$ cat config.mk
export PLATFORM = sky130hd
export DESIGN_NAME = ohr_ram
export DESIGN_NICKNAME = d
export VERILOG_FILES = /design/src/design/ohr_ram.sv
export SDC_FILE = /design/constraint.sdc
export NUM_CORES = 1
export LEC_CHECK = 0
export ABC_AREA = 0
export BUFFER_PORTS_ARGS = -buffer_cell sky130_fd_sc_hd__buf_2
export CORE_MARGIN = 1
export CORE_UTILIZATION = 40
export CTS_CLUSTER_SIZE = 28
export DETAILED_ROUTE_END_ITERATION = 8
export GPL_TIMING_DRIVEN = 1
export PLACE_DENSITY = 0.61
export SETUP_SLACK_MARGIN = 0.15
export SLEW_MARGIN = 25
export SYNTH_ARGS = -nofsm -noshare
export SYNTH_HDL_FRONTEND = slang
export SYNTH_SLANG_ARGS = --single-unit
$ cat constraint.sdc
create_clock -name i_clk -period 4.75 [get_ports i_clk]
set_input_delay 0.2375 -clock i_clk [delete_from_list [all_inputs] [get_ports i_clk]]
set_output_delay 0.2375 -clock i_clk [all_outputs]
set_load 0.1 [all_outputs]
$ cat src/design/ohr_ram.sv
// Generic single-port-write, registered-read RAM.
module ohr_ram #(
    parameter int WIDTH = 8,
    parameter int DEPTH = 16
) (
    input  logic                                   i_clk,
    input  logic                                   i_we,
    input  logic [(DEPTH > 1 ? $clog2(DEPTH) : 1)-1:0] i_waddr,
    input  logic [WIDTH-1:0]                       i_wdata,
    input  logic                                   i_re,
    input  logic [(DEPTH > 1 ? $clog2(DEPTH) : 1)-1:0] i_raddr,
    output logic [WIDTH-1:0]                       o_rdata
);

    logic [WIDTH-1:0] r_mem [DEPTH];
    logic [WIDTH-1:0] r_rdata;

    always_ff @(posedge i_clk) begin
        if (i_we) begin
            r_mem[i_waddr] <= i_wdata;
        end
        if (i_re) begin
            r_rdata <= r_mem[i_raddr];
        end
    end

    assign o_rdata = r_rdata;

endmodule

# Word level (Yosys, flattened, before mapping)

Memories as Yosys holds them, arrays and structs flattened. A register that Yosys moved wholly into a read port is not among the register bits.
Index checks and enable logic that the tools add are counted.

Add/sub/neg operators: 0
Multipliers: 0
Div/mod/pow operators: 0
Order comparisons: 0
Equality and inequality tests: 0
Shifts and indexed selects: 0
Multiplexer cells: 2
Bitwise logic cells: 0
Reductions and logical operators: 0

Operators by type and width:

| kind              | number |
|---|---|
| two-way mux 1 bit | 2 |

Bits in registers: 0
Latch bits: 0
Memory bits (writable): 128
ROM bits: 0
Output and inout port bits: 8
Word-level logic and storage cells: 3
Memories kept: 1

Memories:

| memory | depth | bits a word | read ports | clocked after Yosys merged registers in | write ports | RTL line | text |
|---|---|---|---|---|---|---|---|
| r_mem  | 16    | 8           | 1          | 1                                       | 1           | 15       | `logic [WIDTH-1:0] r_mem [DEPTH];` |

# Depth between registers and ports, before layout

Depth after elaboration: 2
Gate-level depth with buffers: 5

# Least setup slack after synthesis

Ideal clock, no wire load.

Path type: input to register
Start point: input i_waddr[2] in the netlist's numbering
End point: memory r_mem[0][0], enable pin
Library setup time: 0.383 ns
Arrival: 1.347 ns
Slack: 3.020 ns
Cell stages on the path: 2
Path through: or3b_2 -> nor3_1

RTL lines:

| item            | RTL line | text |
|---|---|---|
| start, declared | 8        | `input logic [(DEPTH > 1 ? $clog2(DEPTH) : 1)-1:0] i_waddr,` |
| end, declared   | 15       |  |

No word-level cell before the write port.

==> impl_metrics.ini <==
[yosys]
ys.flop_type = edfxtp_1
yosys.area_share.adder_pct = 0
synthCells = 229
synth-simple-area-share_pct = 3.135
synth_seq_cells = 136
synth.most_common_cell = edfxtp_1
synthTopCellsByCount = edfxtp_1, mux4_2, a22oi_1, mux4_1, nor2_1
synth_top_area_cell = edfxtp_1
synth_xor_area_share_pct = 0
synth_edf_count = 136
netlist_area_mm2 = 0.005228
synth_area_leaders = edfxtp_1, mux4_2, mux4_1, a22oi_1, nor2_1
synth_top_area_share_pct = 78.12
synth_compound_area_share_pct = 2.298
synth_cell_types = 18
async_flop_share_pct = 0
synthMuxAreaShare_pct = 14.79
synth_top_family_by_area = multiplexers
syn_area_per_cell_um2 = 22.83
ys_warn_count = 0
syn_nets = 248
yosysSeqAreaShare_pct = 78.12

[finish]
nets = 285
fin_util_pct = 47.96
layout-drive-gt1-share_pct = 27.08
final_area_mm2 = 0.006077
fin_cells = 449
area_delta_synth_final_pct = 16.25
n_antenna_cell = 0

[sta]
setup_viol = 0
rsz0062_at_grt = false
fin_skew_ns = 0.01528
max_freq_mhz = 631.4
setup_tns_ns = 0
worst_slack_ns = 3.166
finalHoldViolations = 0
whs_ns = 0.1983
tightest_slew_ns = 1.028
slew-limit-headroom_pct = 31.23
period_needed_ns = 1.584
slew_viol_final = 0
timing.final.crit_share_pct = 33.34

[run]
drv_cap = 0

[floorplan]
ios = 27
row_count = 41
core_mm2 = 0.01267
initial_core_util_pct = 41.26
die_h_um = 116.3
die_w_um = 116.3
dieArea_mm2 = 0.01353

[worst_setup_path]
criticalPathCategory = input port to register
rr_startpoint = r_mem[1][0]
rrSetupSlack_ns = 3.24
max_stage_delay_ns = 0.66
critical_path.slowest_cell = mux4_1
setup.worst_path.start_class = input port
arrival_ns = 1.72
ff2ff_path_depth = 3
r2r_end = o_rdata[0]
critPathMaxFanout = 32
crit_end = o_rdata[0]
critPathLaunch = i_raddr[0]
worstPathCellList = buf_4, mux4_1, a22oi_1, nand2_1
crit_required_ns = 4.88
crit_path_end_kind = register

[power]
power_frac_seq_pct = 49.2
pwr-share-clk_pct = 45.1
peakVddDrop_mv = 0.2259
p_total_mw = 2.766
powerDensity_mw_per_mm2 = 455.1
switching_power_uw = 560.7
p_int_mw = 2.205
total_leakage_power_nw = 2.001
pwr-share-comb_pct = 5.7
p_sw_share_pct = 20.28

[drt]
ant_nets = 0
drt_pre_antenna_iters = 4
finalWirelength_mm = 9.920
vias = 2374
drc = 0
via_per_inst = 5.287
drt-initial-drc-count = 175
wl_per_cell_um = 22.09

[cts]
post_cts.repair.setup_buffers = 0
clk-insertion-delay-late_ns = 0.41
cts_tree = done
hold_buffers = 0
clock_path_buffers = 2
cts_sinks = 136
cts.clk_slew.worst_paths_ns = 0.05
cts_root_buf = clkbuf_16
cts_resized = 0
numCtsBuffers = 17
cts-htree-levels = 4

[placement]
dpl_cell_area_mm2 = 0.005514
gp_congestion = 0.6928
dpl_worst_slack_ns = 2.727
io_buffers = 26
dp_hpwl_mm = 5.982
dp_cells = 419

[global_route]
grt_pass1_wl_mm = 15.08
grt_pass1_vias = 2469
grtUsageTotal_pct = 16.67
grt_max_degree = 33
antenna_found_initial = 0
grt-ovfl-total = 0

[min_path]
hold_path_depth = 1
hold_path.class = input port to register

[outcome]
status = completed
[logic make-up after synthesis]
family / after synthesis
multiplexers: 32
buffers and inverters: 10
AO/OA/AOI/OAI: 16
flip-flops: 136
AND/OR/NAND/NOR: 35
[worst min path at each step]
stage | endpoint | slack (ns) | start
global route | o_rdata[7] | 0.21 | i_re
global placement | r_mem[7][3] | 0.62 | i_wdata[3]
detailed placement | o_rdata[3] | 0.63 | i_re
finish | o_rdata[5] | 0.20 | i_re
floorplan | r_mem[0][0] | 0.34 | i_wdata[0]
CTS | o_rdata[7] | 0.20 | i_re
[power by group through the flow]
| stage | clock, mW | combinational, mW | sequential, mW |
|---|---|---|---|
| 2_1_floorplan | 0 | 0.0682 | 1.43 |
| 3_3_place_gp | 0 | 0.158 | 1.38 |
| 3_5_place_dp | 0 | 0.161 | 1.38 |
| 4_1_cts | 1.26 | 0.162 | 1.36 |
| 5_1_grt | 1.31 | 0.171 | 1.36 |
| 6_report | 1.25 | 0.159 | 1.36 |
[registers in the layout (all words and copies together), names as in the netlist]
name / count
o_rdata: 8
r_mem: 128
[routing by layer]
layer	track usage [%]	wire length (um)
met1	23.33	4461
met2	25.33	4745
met3	4.048	588
met4	6.667	123
met5	0	0
[critical path: cells and delay by family]
family | cells | cell delay, ns
AO/OA/AOI/OAI | 1 | 0.19
buffers and inverters | 1 | 0.48
multiplexers | 1 | 0.66
AND/OR/NAND/NOR | 1 | 0.12
[layout make-up]
| class | count | area, um2 |
|---|---|---|
| Fill cell | 1035 | 6594 |
| Clock inverter | 13 | 137.6 |
| Tap cell | 172 | 215.2 |
| Multi-Input combinational cell | 83 | 1067 |
| Clock buffer | 17 | 425.4 |
| Timing Repair Buffer | 28 | 147.6 |
| Sequential cell | 136 | 4084 |
[cells in the final DEF (no fill, tap or decap)]
| master | Yosys | layout |
|---|---|---|
| edfxtp_1 | 136 | 136 |
| buf_2 | 3 | 25 |
| mux4_2 | 18 | 18 |
| clkbuf_16 | 0 | 17 |
| a22oi_1 | 16 | 16 |
| mux4_1 | 14 | 14 |
| nor2_1 | 13 | 13 |
| nand2_1 | 9 | 9 |
| clkinv_2 | 0 | 5 |
| clkinv_1 | 0 | 4 |
| bufinv_16 | 0 | 3 |
| buf_4 | 1 | 3 |
| nand3b_1 | 2 | 2 |
| nor3_2 | 0 | 2 |
| nand2b_1 | 2 | 2 |
| nor3_1 | 4 | 2 |
| nor2b_1 | 1 | 1 |
| and2_1 | 1 | 1 |
| and2b_1 | 1 | 1 |
| nand3_1 | 1 | 1 |
| or3b_2 | 1 | 1 |
| clkinvlp_4 | 0 | 1 |
Note: power is estimated with default switching activity, not from simulation.
