[src/design/ohr_pkg.sv]
// Shared types, widths, codes and defaults of the onset grid histogram rhythm block.
package ohr_pkg;

    localparam int TIME_W   = 48;
    localparam int LAT_W    = 16;
    localparam int W_W      = 17;
    localparam int PROD_W   = 2 * W_W - 1;
    localparam int Q_FRAC   = 16;
    localparam int PAT_W    = 4;
    localparam int CNT_W    = 3;
    localparam int STAT_W   = 2;
    localparam int APB_DW   = 32;
    localparam int APB_AW   = 4;

    localparam int RING_DEPTH_DEF    = 128;
    localparam int SUBDIVISIONS_DEF  = 4;
    localparam int BEATS_PER_BAR_DEF = 4;

    localparam logic [W_W-1:0]   ONE_Q16  = W_W'(65536);
    localparam logic [W_W-1:0]   HALF_Q16 = W_W'(32768);

    localparam logic [LAT_W-1:0] LATENCY_RST = '0;
    localparam logic [W_W-1:0]   DECAY_RST   = W_W'(49152);
    localparam logic             INVERT_RST  = 1'b1;

    localparam logic [1:0] REG_LATENCY = 2'd0;
    localparam logic [1:0] REG_DECAY   = 2'd1;
    localparam logic [1:0] REG_INVERT  = 2'd2;

    localparam logic ACT_ONSET = 1'b0;
    localparam logic ACT_BEAT  = 1'b1;

    localparam logic [STAT_W-1:0] STATUS_GEN        = 2'd0;
    localparam logic [STAT_W-1:0] STATUS_SKIP_DUR   = 2'd1;
    localparam logic [STAT_W-1:0] STATUS_SKIP_FIRST = 2'd2;

    typedef struct packed {
        logic              action;
        logic [TIME_W-1:0] event_time;
    } t_in_word;

    typedef struct packed {
        logic [PAT_W-1:0]  onset_pattern;
        logic [CNT_W-1:0]  onset_count;
        logic [STAT_W-1:0] beat_status;
    } t_out_word;

    typedef struct packed {
        logic [LAT_W-1:0] latency_adjust;
        logic [W_W-1:0]   decay_factor;
        logic             invert_mode;
    } t_cfg;

    typedef struct packed {
        logic init;
        logic step;
    } t_thr_ctl;

endpackage

[src/design/ohr_cfg.sv]
// APB register bank: latency adjust, decay factor and invert mode.
module ohr_cfg (
    input  logic                          i_clk,
    input  logic                          i_rst_n,
    input  logic                          psel,
    input  logic                          penable,
    input  logic                          pwrite,
    input  logic [ohr_pkg::APB_AW-1:0]    paddr,
    input  logic [ohr_pkg::APB_DW-1:0]    pwdata,
    output logic [ohr_pkg::APB_DW-1:0]    prdata,
    output logic                          pready,
    output ohr_pkg::t_cfg                 o_cfg
);

    import ohr_pkg::*;

    t_cfg           r_cfg;
    logic           wr_en;
    logic [W_W-1:0] decay_in;

    assign wr_en    = psel && penable && pwrite;
    assign decay_in = pwdata[W_W-1:0];
    assign pready   = 1'b1;

    always_ff @(posedge i_clk) begin
        if (!i_rst_n) begin
            r_cfg.latency_adjust <= LATENCY_RST;
            r_cfg.decay_factor   <= DECAY_RST;
            r_cfg.invert_mode    <= INVERT_RST;
        end else if (wr_en) begin
            case (paddr[3:2])
                REG_LATENCY: r_cfg.latency_adjust <= pwdata[LAT_W-1:0];
                // Factors above 1.0 saturate to 1.0.
                REG_DECAY:   r_cfg.decay_factor <= (decay_in > ONE_Q16) ? ONE_Q16 : decay_in;
                REG_INVERT:  r_cfg.invert_mode <= pwdata[0];
                default: ;
            endcase
        end
    end

    always_comb begin
        case (paddr[3:2])
            REG_LATENCY: prdata = APB_DW'(r_cfg.latency_adjust);
            REG_DECAY:   prdata = APB_DW'(r_cfg.decay_factor);
            REG_INVERT:  prdata = APB_DW'(r_cfg.invert_mode);
            default:     prdata = '0;
        endcase
    end

    assign o_cfg = r_cfg;

endmodule

[config.mk]
export PLATFORM = sky130hd
export DESIGN_NAME = ohr_cfg
export DESIGN_NICKNAME = d
export VERILOG_FILES = /design/src/design/ohr_pkg.sv /design/src/design/ohr_cfg.sv
export SDC_FILE = /design/constraint.sdc
export NUM_CORES = 1
export LEC_CHECK = 0
export ABC_CLOCK_PERIOD_IN_PS = 1100
export BUFFER_PORTS_ARGS = -buffer_cell sky130_fd_sc_hd__buf_2
export CAP_MARGIN = 40
export CORE_MARGIN = 5
export CORE_UTILIZATION = 39
export CTS_CLUSTER_SIZE = 10
export DETAILED_ROUTE_END_ITERATION = 16
export PLACE_DENSITY = 0.72
export SKIP_LAST_GASP = 1
export SYNTH_ARGS = -nofsm -noshare
export SYNTH_HDL_FRONTEND = slang
export SYNTH_SLANG_ARGS = --single-unit
export TNS_END_PERCENT = 20
[constraint.sdc]
create_clock -name i_clk -period 1.1 [get_ports i_clk]
set_input_delay 0.165 -clock i_clk [delete_from_list [all_inputs] [get_ports i_clk]]
set_output_delay 0.165 -clock i_clk [all_outputs]
set_load 0.05 [all_outputs]
# After elaboration in Yosys (flattened, before gate mapping)
# Cells that the tools add are included.
dict set report classes {
  n_lt_le_gt_ge 1
  eq_ne 2
  n_mux 2
  reduce_logical 6
}
# cell count
set ops {}
lappend ops {{17-bit case mux with 3 select lines} 1}
lappend ops {{17-bit > comparator (second input constant)} 1}
lappend ops {{17-bit two-way mux} 1}
lappend ops {{2-bit AND reduction} 3}
lappend ops {{2-bit by 1-bit equality test with 1-bit output (second input constant)} 1}
lappend ops {{2-bit equality test (second input constant)} 1}
lappend ops {{1-bit logical AND} 2}
lappend ops {{2-bit zero test} 1}
dict set report word_totals {
  ff_bits 34
  inputBits 41
  wordCells 14
}

# Depth between registers and ports, before layout
dict set report logic_depth {
  word_depth 3
  depth_mapped 6
  mapped_depth_nobuf 3
}

# Worst setup path after synthesis
# Ideal clock, no wire load.
dict set report synth_timing {
  path_kind {register -> output}
  startpoint {register r_cfg, in the netlist o_cfg[1]}
  endpoint {output prdata[0] (netlist name)}
  arrival_ns 1.501
  required_ns 0.935
  path_slack_ns -0.566
  path_stages_with_launch 3
  n_path_buf 0
  path_cell_list {dfxtp_1 mux2i_1 o21ai_1}
}
dict set report synth_via {
  elab_chain_len 1
}
# item line
set synth_lines {}
lappend synth_lines {{start, declared} ohr_cfg.sv:17} ;# t_cfg r_cfg;
lappend synth_lines {{17-bit case mux with 3 select lines} ohr_cfg.sv:42} ;# case (paddr[3:2])
lappend synth_lines {{end, declared} ohr_cfg.sv:10} ;# output logic [ohr_pkg::APB_DW-1:0] prdata,
# No other way between the ends.

# Final worst setup path
dict set report layout_timing {
  startpoint {register r_cfg, in the netlist o_cfg[16]}
  endpoint {output prdata[15] (netlist name)}
}
# Same word-level chain as after synthesis.

==> flow_summary.yaml <==
run_status:
  status: "finished, violations left"
  violations: "setup timing"
timing:
  max_freq_ghz: 0.835
  rsz0062_at_grt: "yes"
  finalCritPeriodShare: 1.09
  max-slew-margin-rel: 0.591
  setup_ws_ns: -0.0978
  layout_min_cycle_time_ns: 1.20
  setup_violations: 24
  hold_viol_final: 0
  tns_ns: -1.24
  tightestPinTransition_ns: 0.613
  maxSlewViolCount: 0
  fin_skew_ns: 0
grt:
  grt_pass1_wl_um: 9560
  grt-ovfl-total: 0
  grt_max_degree: 32
  grtUsageTotal: 0.195
  grt_pass1_vias: 2016
  antenna_found_initial: 0
logic_synthesis:
  yosys.area.top_type_share: 0.377
  yosys.area.top_type: "dfxtp_1"
  yosys-top-cells-count: "dfxtp_1, a21oi_1, nand3_1"
  synth-seq-cells: 34
  yosys_warnings: 0
  synth_area_leaders: "dfxtp_1, mux2i_1, a21oi_1"
  ys_types: 26
  synth_area_um2: 1810
  syn_area_per_cell_um2: 8.10
  synth_edf_count: 0
  async_reset_ff_frac: 0
  synthCells: 223
  ys_seq_area_frac: 0.377
  synth.most_common_cell: "dfxtp_1"
  ys_dominant_reg_cell: "dfxtp_1"
clock_network:
  cts_sinks: 34
  cts-root-buf: "clkbuf_8"
  htreeDepth: 2
  postCtsHoldBufs: 0
  clkTransAtPathRegs_ns: 0.07
  insertion_delay_ns: 0.29
  clockBufferDepth: 2
  cts_tree: "yes"
  cts_buffers: 5
layout:
  area_delta_synth_final_pct: 60.4
  largest_reg_flops: 34
  final_cells: 364
  nets: 352
  drive_gt1_frac: 0.561
  num_antenna_cells: 0
  fin_area_um2: 2900
power_and_ir_drop:
  clkPwrFrac: 0.364
  vdd_drop_max_mv: 0.646
  power.density_nw_per_um2: 1040
  power_frac_seq: 0.417
  power.share.switching: 0.307
  p_int_mw: 2.09
  total_power_mw: 3.01
  p_leak_nw: 1.31
  power_switching_uw: 925
  pwr-share-comb: 0.219
worst_hold_path:
  hold_path_class: "input pin to flop"
  hold-path-cell-count: 3
setup_path:
  cp.arrival_ns: 1.03
  end_kind: "output pin"
  slowest_stage: "dfxtp_2"
  cp-start-kind: "flop"
  path_cells: "mux2i_2, nor2_4, buf_6"
  critPathMaxStageDelay_ns: 0.34
  path_max_fanout: 3
  crit_required_ns: 0.94
  ff2ff_path_depth: 2
  worstSetupPathType: "flop to output pin"
route:
  drt_drc_violations_left: 0
  avgRoutedWirePerCell_um: 16.3
  antenna_left: 0
  num_vias: 1972
  drt-vias-per-instance: 5.42
  dr.pass1.iters: 6
  routed_wl_um: 5930
  drt_iter0_markers: 173
floorplan:
  coreArea_um2: 4410
  initial_utilization: 0.409
  die-area_um2: 6090
  die_height_um: 78.0
  fp-row-count: 24
  die_w_um: 78.0
  ioPinCount: 108
placed_design:
  dpl.hpwl_um: 4180
  place_inst: 355
  place.gp.congestion: 0.816
  placed_cell_area_um2: 2490
  port_buffers: 74
job:
  cap_violations: 0
[cells in the final DEF (no fill, tap or decap), drive strengths merged]
master  synthesis  routed
nor4            4       4
and3            1       1
a21oi          31      31
o21ai          20      20
a41o           14      14
a41oi           1       1
mux2i          16      16
nor2b           2       2
or2             1       1
a311o           1       1
conb            2      16
o211ai          2       2
buf            28     102
nand2b          1       1
nand2          15      15
a21boi          1       1
clkbuf          9      10
and2            1       1
nor2           17      17
dfxtp          34      34
inv             2       2
nand3          20      20
[path summary, 6_finish.rpt]
check             startpoint         end  slack [ns]
setup / recovery   o_cfg[16]  prdata[15]        -0.1
hold / removal    pwdata[16]   o_cfg[17]        0.14
setup reg to reg    o_cfg[0]    o_cfg[0]        0.24
hold reg to reg    o_cfg[20]   o_cfg[20]        0.49
[metrics by stage]
| step | hold WS (ns) | setup slack [ns] | utilization |
|---|---|---|---|
| 6_report | 0.142 | -0.0978 | 0.656 |
| 5_1_grt | 0.147 | -0.146 | 0.656 |
| 4_1_cts | 0.133 | -0.125 | 0.625 |
| 3_5_place_dp | 0.443 | -0.189 | 0.564 |
| 3_3_place_gp | 0.440 | -0.161 | 0.564 |
| 2_1_floorplan | 0.302 | -0.184 | - |
[critical path: cells and delay by family (launching register included)]
kind	cells	cell delay, ns
DFF	1	0.34
muxes	1	0.20
and+or+nand+nor	1	0.04
buffers and inverters	1	0.15
[final cells by class]
type                       instances  area (um^2)
timing repair buffer             104          779
fill                             359         1520
clock buffer                       8          110
multi-input combinational        164         1210
inverter                           2         7.51
sequential                        34          722
tap                               52         65.1
[kinds of logic after synthesis]
| kind of cell | Yosys count | share of synthesized area |
|---|---|---|
| buffers and inverters | 39 | 0.129 |
| other | 2 | 0.00416 |
| muxes | 16 | 0.0887 |
| and+or+nand+nor | 62 | 0.159 |
| AOI/OAI and AO/OA | 70 | 0.242 |
| DFF | 34 | 0.377 |
[per-layer routing]
layer  share of wire  GRT usage  vias to the layer above
met2            0.48      0.321                      103
li1                -          -                      946
met3           0.089     0.0526                       10
met5               0          0                        -
met1            0.41      0.234                      913
met4           0.017     0.0963                        0
[power groups by stage]
stage                     registers [mW]  clock network, mW  logic, mW
after floorplan                     1.33                  0      0.393
after global placement              1.28                  0      0.593
after detailed placement            1.28                  0      0.596
after CTS                           1.25               1.12      0.627
after global routing                1.26               1.16      0.699
final                               1.25               1.10      0.661
[what timing repair did]
action | CTS | global route
endpoints found under the setup margin | 20 | 43
pin swaps | 1 | 0
hold endpoints to repair | 0 | 0
resized for setup | 46 | 28
cloned | 0 | 1
setup buffers | 0 | 0
Note: power is estimated with default switching activity, not from simulation.
