`src/design/ohr_pkg.sv`:
```
// Shared types, widths, codes and defaults of the onset grid histogram rhythm block.
package ohr_pkg;

    localparam int TIME_W   = 48;
    localparam int LAT_W    = 16;
    localparam int W_W      = 17;
    localparam int PROD_W   = 2 * W_W - 1;
    localparam int Q_FRAC   = 16;
    localparam int PAT_W    = 4;
    localparam int CNT_W    = 3;
    localparam int STAT_W   = 2;
    localparam int APB_DW   = 32;
    localparam int APB_AW   = 4;

    localparam int RING_DEPTH_DEF    = 128;
    localparam int SUBDIVISIONS_DEF  = 4;
    localparam int BEATS_PER_BAR_DEF = 4;

    localparam logic [W_W-1:0]   ONE_Q16  = W_W'(65536);
    localparam logic [W_W-1:0]   HALF_Q16 = W_W'(32768);

    localparam logic [LAT_W-1:0] LATENCY_RST = '0;
    localparam logic [W_W-1:0]   DECAY_RST   = W_W'(49152);
    localparam logic             INVERT_RST  = 1'b1;

    localparam logic [1:0] REG_LATENCY = 2'd0;
    localparam logic [1:0] REG_DECAY   = 2'd1;
    localparam logic [1:0] REG_INVERT  = 2'd2;

    localparam logic ACT_ONSET = 1'b0;
    localparam logic ACT_BEAT  = 1'b1;

    localparam logic [STAT_W-1:0] STATUS_GEN        = 2'd0;
    localparam logic [STAT_W-1:0] STATUS_SKIP_DUR   = 2'd1;
    localparam logic [STAT_W-1:0] STATUS_SKIP_FIRST = 2'd2;

    typedef struct packed {
        logic              action;
        logic [TIME_W-1:0] event_time;
    } t_in_word;

    typedef struct packed {
        logic [PAT_W-1:0]  onset_pattern;
        logic [CNT_W-1:0]  onset_count;
        logic [STAT_W-1:0] beat_status;
    } t_out_word;

    typedef struct packed {
        logic [LAT_W-1:0] latency_adjust;
        logic [W_W-1:0]   decay_factor;
        logic             invert_mode;
    } t_cfg;

    typedef struct packed {
        logic init;
        logic step;
    } t_thr_ctl;

endpackage

```
`src/design/ohr_quant.sv`:
```
// Grid quantizer: builds slot thresholds for a beat and classifies stored onsets.
module ohr_quant #(
    parameter int SUBDIVISIONS = ohr_pkg::SUBDIVISIONS_DEF
) (
    input  logic                        i_clk,
    input  logic                        i_rst_n,
    input  ohr_pkg::t_thr_ctl           i_ctl,
    input  logic [ohr_pkg::TIME_W-1:0]  i_prev,
    input  logic [ohr_pkg::TIME_W-1:0]  i_dur,
    input  logic [ohr_pkg::TIME_W-1:0]  i_sample,
    output logic [SUBDIVISIONS-1:0]     o_hit,
    output logic                        o_brk,
    output logic                        o_last
);

    import ohr_pkg::*;

    localparam int TWO_S = 2 * SUBDIVISIONS;
    localparam int SC_W  = TIME_W + $clog2(TWO_S) + 2;
    localparam int K_W   = $clog2(SUBDIVISIONS + 1);

    // Threshold k is (2k-1)*D + 2S*prev, so 2S*onset is compared directly.
    logic signed [SC_W-1:0] r_thr [SUBDIVISIONS+1];
    logic signed [SC_W-1:0] r_acc;
    logic signed [SC_W-1:0] r_dur2;
    logic [K_W-1:0]         r_k;
    logic signed [SC_W-1:0] init_val;
    logic signed [SC_W-1:0] scaled;
    logic [SUBDIVISIONS:0]  ge;

    assign init_val = $signed(SC_W'(i_prev) * SC_W'(TWO_S)) - $signed(SC_W'(i_dur));
    assign scaled   = $signed(SC_W'(i_sample) * SC_W'(TWO_S));

    always_ff @(posedge i_clk) begin
        if (!i_rst_n) begin
            r_k <= '0;
        end else if (i_ctl.init) begin
            r_k    <= '0;
            r_acc  <= init_val;
            r_dur2 <= $signed(SC_W'(i_dur) << 1);
        end else if (i_ctl.step) begin
            r_thr[r_k] <= r_acc;
            r_acc      <= r_acc + r_dur2;
            r_k        <= r_k + K_W'(1);
        end
    end

    assign o_last = i_ctl.step && (r_k == K_W'(SUBDIVISIONS));

    // The lowest threshold is strict: exactly half a slot before the beat rounds away to -1.
    always_comb begin
        ge[0] = scaled > r_thr[0];
        for (int k = 1; k <= SUBDIVISIONS; k++) begin
            ge[k] = scaled >= r_thr[k];
        end
        for (int q = 0; q < SUBDIVISIONS; q++) begin
            o_hit[q] = ge[q] && !ge[q+1];
        end
    end

    assign o_brk = ge[SUBDIVISIONS];

endmodule

```
`config.mk`:
```
export PLATFORM = sky130hd
export DESIGN_NAME = ohr_quant
export DESIGN_NICKNAME = d
export VERILOG_FILES = /design/src/design/ohr_pkg.sv /design/src/design/ohr_quant.sv
export SDC_FILE = /design/constraint.sdc
export NUM_CORES = 1
export LEC_CHECK = 0
export ABC_CLOCK_PERIOD_IN_PS = 6640
export BUFFER_PORTS_ARGS = -buffer_cell sky130_fd_sc_hd__buf_2
export CORE_ASPECT_RATIO = 1.75
export CORE_MARGIN = 2
export CORE_UTILIZATION = 29
export CTS_CLUSTER_DIAMETER = 200
export DETAILED_ROUTE_END_ITERATION = 7
export GPL_TIMING_DRIVEN = 0
export SLEW_MARGIN = 20
export SYNTH_ARGS = -nofsm -noshare
export SYNTH_HDL_FRONTEND = slang
export SYNTH_SLANG_ARGS = --single-unit
```
`constraint.sdc`:
```
create_clock -name i_clk -period 6.64 [get_ports i_clk]
set_clock_uncertainty 0.2 [all_clocks]
set_input_delay 0.664 -clock i_clk [delete_from_list [all_inputs] [get_ports i_clk]]
set_output_delay 0.664 -clock i_clk [all_outputs]
set_load 0.01 [all_outputs]
```
After elaboration in Yosys (flattened, before gate mapping)

Memories as Yosys holds them, arrays and structs flattened.
Index checks and enable logic that the tools add are counted.

Add/subtract/negate cells: 3
Magnitude comparators: 5
Equality and inequality tests: 1
Muxes and demuxes: 6
Bitwise operators: 1
Reduce and logical (&&, ||, !) cells: 13

Operators with widths:

| operator                                    | number |
|---|---|
| >= comparator 52 x 53 -> 1 bit              | 4 |
| 2-to-1 mux 53 bit                           | 2 |
| adder 53 x 50 -> 53 bit                     | 1 |
| > comparator 52 x 53 -> 1 bit               | 1 |
| subtractor 51 x 48 -> 52 bit                | 1 |
| logical AND 1 bit                           | 5 |
| logical NOT 1 bit                           | 4 |
| 2-to-1 mux 1 bit                            | 4 |
| AND reduction 2 bit                         | 2 |
| adder 3 x 1 -> 3 bit, second input constant | 1 |
| equality test 3 bit, second input constant  | 1 |
| nonzero test 2 bit                          | 1 |
| OR reduction 2 bit                          | 1 |
| inverter 1 bit                              | 1 |

Flip-flop bits (word level): 104
Memory bits (writable): 265
Input port bits: 148
Word-level logic and storage cells: 33
Memories: 1

Memory list:

| name  | depth | bits a word | rd ports | clocked after Yosys merged registers in | write ports | line            | text |
|---|---|---|---|---|---|---|---|
| r_thr | 5     | 53          | 5        | 0                                       | 1           | ohr_quant.sv:23 | `logic signed [SC_W-1:0] r_thr [SUBDIVISIONS+1];` |

Logic depth before layout (Yosys ltp)

Gate-level depths: netlist (run 1).

Depth after elaboration: 4
Depth in mapped cells: 13
Depth with buffers taken out: 13

Worst setup path after synthesis (run 1)

No wires, ideal clock.

Path type: input-to-reg
Start point: in i_ctl[0] (netlist bit)
End point: mem r_thr[1][0] (netlist bit) (enable)
Setup time: 0.595 ns
Arrival: 6.075 ns
Data required time: 5.845 ns
Slack: -0.230 ns
Stages: 3
Path buffers: 1
Path through: clkbuf_1 > nand2b_1 > nor4_1

Cells in the longest elaborated chain, start to end: 4

Ends and longest elaborated chain:

| element                                | line            | text |
|---|---|---|
| start: declaration                     | ohr_quant.sv:7  | `input ohr_pkg::t_thr_ctl i_ctl,` |
| 2-to-1 mux 1 bit                       | ohr_quant.sv:41 | `end else if (i_ctl.step) begin` |
| 2-to-1 mux 1 bit                       | ohr_quant.sv:37 | `end else if (i_ctl.init) begin` |
| 2-to-1 mux 1 bit                       | ohr_quant.sv:35 | `if (!i_rst_n) begin` |
| 2-to-1 mux 1 bit (implied by the code) | ohr_quant.sv:42 | `r_thr[r_k] <= r_acc;` |
| end: declaration                       | ohr_quant.sv:23 |  |

No other way between the ends.

==> results of run 1 <==
-- state kept, by name (all words and copies together), names as in the netlist --
register,flops
r_k,3
r_acc,53
r_thr,265
r_dur2,48
-- through the flow --
stage	hold WS (ns)	util, %
finish	0.0630	33.3
floorplan	0.277	-
CTS	0.0334	33.3
global route	0.0490	33.3
detailed placement	0.348	32.1
global placement	0.340	31.7
-- area by class of cell --
type,instances,area (µm²)
Multi-Input combinational cell,1459,11100
Sequential cell,369,11100
Clock inverter,21,164
Fill cell,8167,53800
Buffer,48,181
Inverter,316,1190
Clock buffer,33,783
Antenna cell,3,7.51
Timing Repair Buffer,182,1040
Tap cell,1050,1310
-- power groups by stage --
stage                     Sequential [mW]  Clock, mW  Combinational, mW
after floorplan                      2.83          0              0.921
after global placement               2.91          0               1.26
after detailed placement             2.91          0               1.28
after CTS                            2.86       1.82               1.29
after global routing                 2.87       1.90               1.45
final                                2.86       1.77               1.29
-- per-layer routing --
| metal | routed length (µm) | part of all wire (%) | GRT usage [%] |
|---|---|---|---|
| met4 | 3170 | 5.0 | 7.37 |
| met5 | 86 | 0.14 | 0 |
| met3 | 2320 | 3.7 | 1.95 |
| met2 | 32700 | 52 | 28.2 |
| met1 | 24700 | 39 | 16.2 |
-- critical path: cells and delay by family, from the launching register on --
kind | cells | cell delay [ns]
AO/OA/AOI/OAI | 8 | 1.98
buffers and inverters | 2 | 0.27
adder cells (fa/ha/maj) | 1 | 0.23
AND/OR/NAND/NOR | 2 | 0.60
flip-flops | 1 | 0.36
-- cell families after synthesis --
logic type      synth area share (%)
compound gates                  16.0
simple gates                    9.22
flops                           47.0
buf+inv                         5.82
fa+ha+maj                       18.0
xor+xnor                        3.47
mux                            0.522
-- worst min-delay path by stage --
stage,startpoint,endpoint,slack [ns],cells past startpoint
after detailed placement,r_k[2]$_SDFFE_PP0P_,r_k[2]$_SDFFE_PP0P_,0.35,2
final,i_dur[41],r_dur2[42]$_DFFE_PP_,0.06,1
after floorplan,r_acc[0]$_DFFE_PP_,r_thr[0][0]$_DFFE_PP_,0.28,0
after CTS,i_dur[43],r_dur2[44]$_DFFE_PP_,0.03,1
after global placement,r_k[2]$_SDFFE_PP0P_,r_k[2]$_SDFFE_PP0P_,0.34,2
after global routing,i_dur[41],r_dur2[42]$_DFFE_PP_,0.05,1
-- cells in the final DEF (no fill, tap or decap), types with 31 or more instances in the layout --
| cell type | instances |
|---|---|
| xnor2_1 | 55 |
| buf_2 | 166 |
| clkbuf_1 | 43 |
| nand4_1 | 72 |
| edfxtp_1 | 366 |
| o21ai_0 | 99 |
| nor2_1 | 111 |
| inv_1 | 316 |
| ha_1 | 336 |
| nand2_1 | 108 |
| xor2_1 | 38 |
| clkbuf_16 | 31 |
| a21oi_1 | 172 |
| a21o_1 | 147 |
==> run_results.csv, run 1 <==
group,metric,value,unit
drt,wl_per_cell,18.1,µm
worst_setup_path,cpPeakStageDelay,0.77,ns
worst_setup_path,crit_fanout,2,
drt,drtAntennaViolNets,0,
drt,initialDrtViolationCount,962,
sta,rsz0062_at_grt,"false",
worst_setup_path,crit_chain,"inv_1 -> ha_1 -> a21o_1 -> a21o_1 -> a21oi_1 -> o21ai_0 -> a21o_1 -> a221oi_1 -> o2111ai_1 -> nand4_1 -> a221oi_1 -> nor2_1 -> buf_2",
cells_and_area,syn_to_final_growth,14.3,%
place,numPortBuffers,152,
drt,drc,0,
drt,dr.pass1.iters,5,
clocking,cts.sinks,369,
worst_setup_path,startpoint,"r_thr[1][6]$_DFFE_PP_",
clocking,cts_setup_buffers,0,
sta,worstMarginPinSlew,1.20,ns
worst_setup_path,cp-end-kind,"primary output",
logic_synthesis,ys_warn_count,0,
worst_setup_path,cp_slowest_cell,"a221oi_1",
die,initial_core_util,29.1,%
worst_setup_path,critPathCapture,"o_hit[0]",
grt,grt_util_all_layers,15.0,%
sta,hold_viol,0,
logic_synthesis,async_flop_share,0,%
sta,relSlewSlack,20.2,%
sta,finalSetupTns,0,ns
logic_synthesis,synth.most_common_cell,"edfxtp_1",
logic_synthesis,syn_inst,2192,
drt,viasPerCell,4.85,
power_and_ir_drop,swShare,29.4,%
place,preCtsSetupSlack,1.83,ns
worst_setup_path,reg2reg_from,"r_acc[11]$_DFFE_PP_",
sta,fin_crit_sh,73.7,%
grt,grt_overflow_total,0,
grt,grt_pass1_vias,17100,
logic_synthesis,synth-edff-count,366,
clocking,cts_max_level,1,
run_status,status,"finished clean",
logic_synthesis,ys_top_cells_by_area,"edfxtp_1, ha_1, inv_1",
worst_setup_path,r2r-end,"r_acc[44]$_DFFE_PP_",
clocking,clockBufferDepth,3,
power_and_ir_drop,ir_drop,0.000181,V
power_and_ir_drop,power_density,220,nW/µm²
logic_synthesis,syn-num-nets,2677,
logic_synthesis,ys_types,71,
logic_synthesis,yosys-top-cells-count,"edfxtp_1, ha_1, inv_1, a21oi_1, a21o_1",
clocking,numCtsBuffers,30,
cells_and_area,layout.nets,2891,
worst_setup_path,worstRegToRegCells,12,
cells_and_area,final_area,26900,µm²
logic_synthesis,synth_area_per_cell,10.7,µm²
die,core,80600,µm²
logic_synthesis,yosysTopAreaCell,"edfxtp_1",
power_and_ir_drop,p_leak,12.0,nW
worst_setup_path,startpoint_type,"flop",
worst_setup_path,cp.arrival,4.03,ns
sta,slew_violations,0,
die,die_area,83400,µm²
logic_synthesis,yosysSeqAreaShare,47.0,%
place,dp.cells,3424,
job,maxCapViolations,0,
power_and_ir_drop,p_switching,1.74,mW
worst_setup_path,reg2reg_slack,2.41,ns
logic_synthesis,syn_area,23500,µm²
power_and_ir_drop,combinationalPowerShare,21.8,%
grt,grt_max_degree,50,
sta,period_minus_slack,4.89,ns
worst_setup_path,crit_top_cell,"a21o_1",
die,die_x,219,µm
grt,antenna_found_initial,19,
drt,drt-total-wl,63000,µm
worst_setup_path,critPathKind,"flop to primary output",
die,die_y,381,µm
logic_synthesis,synthFlopType,"edfxtp_1",
die,rows,138,
logic_synthesis,synth_top_area_share,46.8,%
clocking,clk_latency,0.60,ns
power_and_ir_drop,intPower,4.17,mW
min_path,hp-class,"input port to flop",
cells_and_area,drive_above_1_share,10.2,%
logic_synthesis,ys_seq_elements,369,
clocking,root_buffer,"clkbuf_16",
power_and_ir_drop,power.clock.fraction,29.9,%
power_and_ir_drop,power,5.91,mW
clocking,ctsHoldBuffers,0,
die,pin_count,154,
sta,fin_ws,1.75,ns
place,gp_congestion,0.868,
clocking,cts_resized,0,
sta,finalSetupViolations,0,
sta,clock.fmax,204,MHz
place,dp_hpwl,51800,µm
place,placed_cell_area,25900,µm²
clocking,clk_pin_slew,0.07,ns
clocking,cts_tree,"built",
grt,grt_pass1_wl,94900,µm
cells_and_area,finalNonFillerCells,3481,
drt,vias,16900,
worst_setup_path,worst_ep_required_time,5.78,ns
power_and_ir_drop,power_frac_seq,48.3,%
(Power assumes the default switching activity.)
==> inputs of run 2 (changes only) <==
Settings changed: ABC_AREA set to 1, ABC_CLOCK_PERIOD_IN_PS 6640 to 4670.
Clock period 6.64 ns to 4.67 ns, I/O delays scaled along.
==> run_results.csv, run 2 <==
group,metric,value,unit
run_status,status,"finished clean",
grt,grt_pass1_wl,130000,µm
cells_and_area,seq_area,11100,µm²
power_and_ir_drop,intPower,5.95,mW
logic_synthesis,syn_inst,3491,
clocking,cts.sinks,369,
die,die_x,235,µm
drt,viasPerCell,4.60,
cells_and_area,syn_to_final_growth,15.3,%
grt,antenna_found_initial,10,
sta,finalSetupTns,0,ns
logic_synthesis,yosysTopAreaCell,"edfxtp_1",
worst_setup_path,r2r-end,"r_acc[43]$_DFFE_PP_",
grt,grt_overflow_total,0,
logic_synthesis,ys_seq_elements,369,
die,core,92800,µm²
cells_and_area,finish.utilization,33.6,%
worst_setup_path,cpPeakStageDelay,0.43,ns
die,die_y,408,µm
power_and_ir_drop,power_density,280,nW/µm²
clocking,cts_setup_buffers,0,
cells_and_area,layout.nets,4242,
worst_setup_path,crit_buf_inv,3,
place,numPortBuffers,152,
cells_and_area,final_common_cell,"nand2_1",
logic_synthesis,yosys-top-cells-count,"nand2_1, inv_1, edfxtp_1, ha_1, nor2_1",
worst_setup_path,reg2reg_slack,1.48,ns
worst_setup_path,cp-end-kind,"primary output",
sta,slew_violations,0,
place,dp.cells,4876,
cells_and_area,fillCellCount,9783,
min_path,hold_path_startpoint,"i_rst_n",
worst_setup_path,startpoint_type,"flop",
worst_setup_path,crit_chain,"inv_1 -> ha_1 -> a21oi_1 -> o21ai_0 -> a21oi_1 -> nand3_1 -> nand2_1 -> nand2_1 -> nor2_1 -> nand2_1 -> inv_1 -> buf_2",
worst_setup_path,crit_top_cell,"nand2_1",
sta,hold_viol,0,
logic_synthesis,ys_types,44,
clocking,clockBufferDepth,3,
sta,rsz0062_at_grt,"false",
clocking,numCtsBuffers,30,
logic_synthesis,synth.most_common_cell,"nand2_1",
clocking,cts_max_level,1,
logic_synthesis,synth_area_per_cell,7.75,µm²
sta,hold_slack,0.0258,ns
drt,vias,22900,
logic_synthesis,syn-num-nets,3976,
power_and_ir_drop,combinationalPowerShare,23.9,%
logic_synthesis,syn_area,27100,µm²
sta,finalSetupViolations,0,
logic_synthesis,synth_top_area_share,40.6,%
clocking,cts_resized,0,
worst_setup_path,cp_slowest_cell,"nor2_1",
drt,wl_per_cell,17.6,µm
die,die_area,95900,µm²
logic_synthesis,synthFlopType,"edfxtp_1",
sta,worstMarginPinSlew,1.02,ns
logic_synthesis,yosysSeqAreaShare,40.8,%
worst_setup_path,worstRegToRegCells,10,
min_path,min_path_cells,3,
min_path,hp-class,"input port to flop",
job,maxCapViolations,0,
power_and_ir_drop,power.clock.fraction,30.7,%
grt,grt_util_all_layers,18.0,%
cells_and_area,top_regs,"r_thr x265, r_acc x53, r_dur2 x48",
drt,drt-total-wl,87900,µm
worst_setup_path,critPathKind,"flop to primary output",
worst_setup_path,reg2reg_from,"r_acc[40]$_DFFE_PP_",
die,pin_count,154,
clocking,clk_latency,0.60,ns
worst_setup_path,path_delay_family,"simple AND/OR/NAND/NOR gates",
min_path,whs_endpoint,"r_k[2]$_SDFFE_PP0P_",
cells_and_area,drive_above_1_share,8.28,%
logic_synthesis,async_flop_share,0,%
logic_synthesis,ys_top_cells_by_area,"edfxtp_1, ha_1, nand2_1",
power_and_ir_drop,ir_drop,0.000213,V
drt,drtAntennaViolNets,0,
logic_synthesis,ys_warn_count,0,
cells_and_area,layout_common_cells,"nand2_1, inv_1, edfxtp_1",
logic_synthesis,synth-edff-count,366,
cells_and_area,multiInputGateArea,13000,µm²
sta,period_minus_slack,3.85,ns
place,dp_hpwl,75300,µm
die,initial_core_util,29.2,%
power_and_ir_drop,power_frac_seq,45.4,%
clocking,cts_tree,"built",
cells_and_area,finalNonFillerCells,4983,
worst_setup_path,worst_ep_required_time,4.00,ns
sta,fin_crit_sh,82.4,%
drt,initialDrtViolationCount,1252,
power_and_ir_drop,p_switching,2.80,mW
worst_setup_path,cp.arrival,3.18,ns
drt,dr.pass1.iters,6,
place,gp_congestion,0.946,
drt,drc,0,
sta,relSlewSlack,31.8,%
grt,grt_pass1_vias,22900,
power_and_ir_drop,p_leak,15.7,nW
die,rows,148,
worst_setup_path,crit_fanout,2,
clocking,root_buffer,"clkbuf_16",
sta,clock.fmax,260,MHz
grt,grt_max_degree,36,
power_and_ir_drop,power,8.75,mW
clocking,clk_pin_slew,0.07,ns
power_and_ir_drop,swShare,32.0,%
cells_and_area,regMostFlops,"r_thr",
cells_and_area,largest_register_ffs,265,
## run 2: power groups by stage
stage / sequential [mW] / clock [mW] / combinational, mW
2_1_floorplan: 3.96 / 0 / 1.35
3_3_place_gp: 4.05 / 0 / 2.00
3_5_place_dp: 4.04 / 0 / 2.04
4_1_cts: 3.97 / 2.74 / 2.09
5_1_grt: 3.98 / 2.85 / 2.35
6_report: 3.97 / 2.68 / 2.09
## run 2: final cells by class
type                            count  share of cell area, %
Antenna cell                        4                 0.0321
Buffer                             12                  0.156
Clock buffer                       34                   2.52
Clock inverter                     20                  0.714
Inverter                          793                   9.54
Multi-Input combinational cell   2317                   41.8
Sequential cell                   369                   35.4
Tap cell                         1200                   4.81
Timing Repair Buffer              234                   5.05
## run 2: worst max-delay path by stage
stage	from	endpoint	slack, ns	cells after the start
2_1_floorplan	i_ctl[1]	r_thr[0][0]$_DFFE_PP_	-0.72	5
3_3_place_gp	i_ctl[1]	r_thr[1][39]$_DFFE_PP_	-4.68	5
3_5_place_dp	i_ctl[1]	r_thr[2][41]$_DFFE_PP_	0.42	10
4_1_cts	r_thr[4][16]$_DFFE_PP_	o_hit[3]	0.82	12
5_1_grt	r_thr[4][20]$_DFFE_PP_	o_hit[3]	0.71	12
6_report	r_thr[4][16]$_DFFE_PP_	o_hit[3]	0.82	12
## run 2: timing repair
item                       4_1_cts  5_1_grt
setup endpoints to repair        0        0
hold buffers                    49        0
hold endpoints to repair        50        0
## run 2: cells by family after synthesis
kind of cell / synth area share, %
adder cells (fa/ha/maj): 15.6
XOR/XNOR: 0.421
AO/OA/AOI/OAI: 7.03
flip-flops: 40.8
buffers and inverters: 11.2
AND/OR/NAND/NOR: 24.9
## run 2: per-layer routing
metal	routed length, µm	vias up	GRT usage, %	part of all wire (%)
met4	7640	4	13.7	8.7
met3	2790	259	1.30	3.2
met2	46300	580	34.8	53
met5	24	-	0	0.027
li1	-	11700	-	-
met1	31200	10400	17.5	35
## run 2: worst reg2reg max path, stage by stage, from the launching register on
cell      delay (ns)
edfxtp_1        0.54
ha_1            0.56
nand2_1         0.12
nor2_1          0.17
nand2_1         0.16
nor3_1          0.40
nand3_1         0.34
nand3_1         0.19
nand2_1         0.06
nand3_1         0.06
nand2_1         0.12
## run 2: through the flow
step                cell area (µm²)  worst slack (ns)
finish                        31200             0.820
global route                  31200             0.714
CTS                           31200             0.818
detailed placement            29700             0.422
global placement              29300             -4.68
floorplan                     27100            -0.723
==> inputs of run 3 (changes only) <==
Settings changed: ABC_CLOCK_PERIOD_IN_PS 4670 to 3700.
Clock period 4.67 ns to 3.7 ns, I/O delays scaled along.
==> run_results.csv, run 3 (synthesis gave the netlist of run 2 again) <==
group,metric,value,unit
drt,drc,0,
clocking,numCtsBuffers,31,
sta,worstMarginPinSlew,1.05,ns
sta,hold_viol,0,
die,initial_core_util,29.2,%
sta,slew_violations,0,
min_path,hold_path_startpoint,"i_rst_n",
grt,antenna_found_initial,9,
die,die_area,95900,µm²
sta,clock.fmax,279,MHz
grt,grt_max_degree,35,
worst_setup_path,startpoint_type,"flop",
power_and_ir_drop,power,11.0,mW
sta,period_minus_slack,3.58,ns
run_status,status,"finished clean",
grt,grt_overflow_total,0,
clocking,cts.sinks,369,
min_path,whs_endpoint,"r_k[0]$_SDFFE_PP0P_",
cells_and_area,drive_above_1_share,8.56,%
clocking,cts_setup_buffers,0,
place,dp_hpwl,74900,µm
cells_and_area,multiInputGateArea,13000,µm²
worst_setup_path,critPathKind,"flop to primary output",
clocking,cts_max_level,1,
cells_and_area,regMostFlops,"r_thr",
worst_setup_path,worstRegToRegCells,10,
clocking,clk_latency,0.60,ns
die,die_x,235,µm
cells_and_area,layout_common_cells,"nand2_1, inv_1, edfxtp_1",
place,gp_congestion,0.933,
sta,relSlewSlack,30.3,%
grt,grt_pass1_vias,23000,
cells_and_area,layout.nets,4248,
sta,rsz0062_at_grt,"false",
place,numPortBuffers,152,
worst_setup_path,cp-end-kind,"primary output",
clocking,clk_pin_slew,0.07,ns
cells_and_area,largest_register_ffs,265,
sta,fin_crit_sh,96.9,%
power_and_ir_drop,p_leak,15.7,nW
cells_and_area,top_regs,"r_thr x265, r_acc x53, r_dur2 x48",
die,pin_count,154,
job,maxCapViolations,0,
min_path,min_path_cells,5,
die,die_y,408,µm
drt,dr.pass1.iters,6,
worst_setup_path,crit_fanout,2,
worst_setup_path,worst_ep_required_time,3.13,ns
worst_setup_path,r2r-end,"r_acc[43]$_DFFE_PP_",
power_and_ir_drop,power_density,353,nW/µm²
cells_and_area,finish.utilization,33.7,%
place,dp.cells,4880,
drt,wl_per_cell,17.5,µm
min_path,hp-class,"input port to flop",
cells_and_area,fillCellCount,9840,
drt,drt-total-wl,87100,µm
drt,initialDrtViolationCount,1136,
cells_and_area,final_common_cell,"nand2_1",
cells_and_area,syn_to_final_growth,15.5,%
clocking,clockBufferDepth,3,
worst_setup_path,reg2reg_slack,0.60,ns
drt,vias,22800,
cells_and_area,finalNonFillerCells,4992,
cells_and_area,seq_area,11100,µm²
worst_setup_path,reg2reg_from,"r_acc[42]$_DFFE_PP_",
grt,grt_util_all_layers,18.0,%
die,core,92800,µm²
worst_setup_path,cp.arrival,3.01,ns
clocking,cts_tree,"built",
sta,finalSetupViolations,0,
drt,viasPerCell,4.58,
drt,drtAntennaViolNets,0,
clocking,root_buffer,"clkbuf_16",
grt,grt_pass1_wl,130000,µm
die,rows,148,
power_and_ir_drop,ir_drop,0.000303,V
-- run 3: worst max path at each step --
stage	startpoint	end	depth (start not counted)
3_3_place_gp	i_ctl[1]	r_thr[1][44]$_DFFE_PP_	5
6_report	r_thr[4][18]$_DFFE_PP_	o_hit[3]	12
2_1_floorplan	i_ctl[1]	r_thr[0][0]$_DFFE_PP_	5
4_1_cts	r_thr[3][14]$_DFFE_PP_	o_hit[2]	12
5_1_grt	i_ctl[1]	r_thr[3][42]$_DFFE_PP_	10
3_5_place_dp	i_ctl[1]	r_thr[3][42]$_DFFE_PP_	10
-- run 3: cell type report --
| cell class | count | share of cell area (%) |
|---|---|---|
| antenna | 6 | 0.0480 |
| buffer | 12 | 0.156 |
| clock buffer | 32 | 2.49 |
| clock inverter | 24 | 0.756 |
| inverter | 793 | 9.52 |
| multi-input combinational | 2317 | 41.7 |
| sequential | 369 | 35.3 |
| tap | 1200 | 4.80 |
| timing repair buffer | 239 | 5.17 |
-- run 3: worst max-delay path, cell delays in order (launching register included) --
cell and delay, ns:
edfxtp_1 0.36, inv_1 0.08, ha_1 0.24, a21oi_1 0.14, o21ai_0 0.11, a21oi_1 0.31
nand3_1 0.34, nand2_1 0.20, nand2_1 0.08, nor2_2 0.31, nand2_1 0.09, inv_1 0.06
buf_2 0.12
-- run 3: stage by stage --
step                setup slack (ns)  setup TNS, ns  instance area (µm²)  hold WS (ns)
CTS                          0.00915              0                31300       0.00767
global placement               -5.56       -1434.34                29300         0.319
detailed placement            -0.420          -9.69                29700         0.317
finish                         0.115              0                31300        0.0397
floorplan                      -1.60        -382.16                27100         0.269
global route                 0.00852              0                31300        0.0740
-- run 3: repair_timing --
item / 4_1_cts / 5_1_grt
hold buffers: 50 / 0
hold endpoints to repair: 53 / 0
cloned: 0 / 0
gates resized for setup: 2 / 1
endpoints found under the setup margin: 2 / 1
-- run 3: power breakdown --
group,internal [mW],switching [mW]
registers,4.83,0.182
logic,0.860,1.80
clock network,1.82,1.56
total,7.50,3.54
-- run 3: metal layers --
metal,global-route usage (%),vias to the layer above,routed length [µm]
li1,-,11700,-
met2,34.8,530,45900
met4,13.9,0,7670
met5,0,-,0
met1,17.6,10400,31000
met3,1.10,240,2570
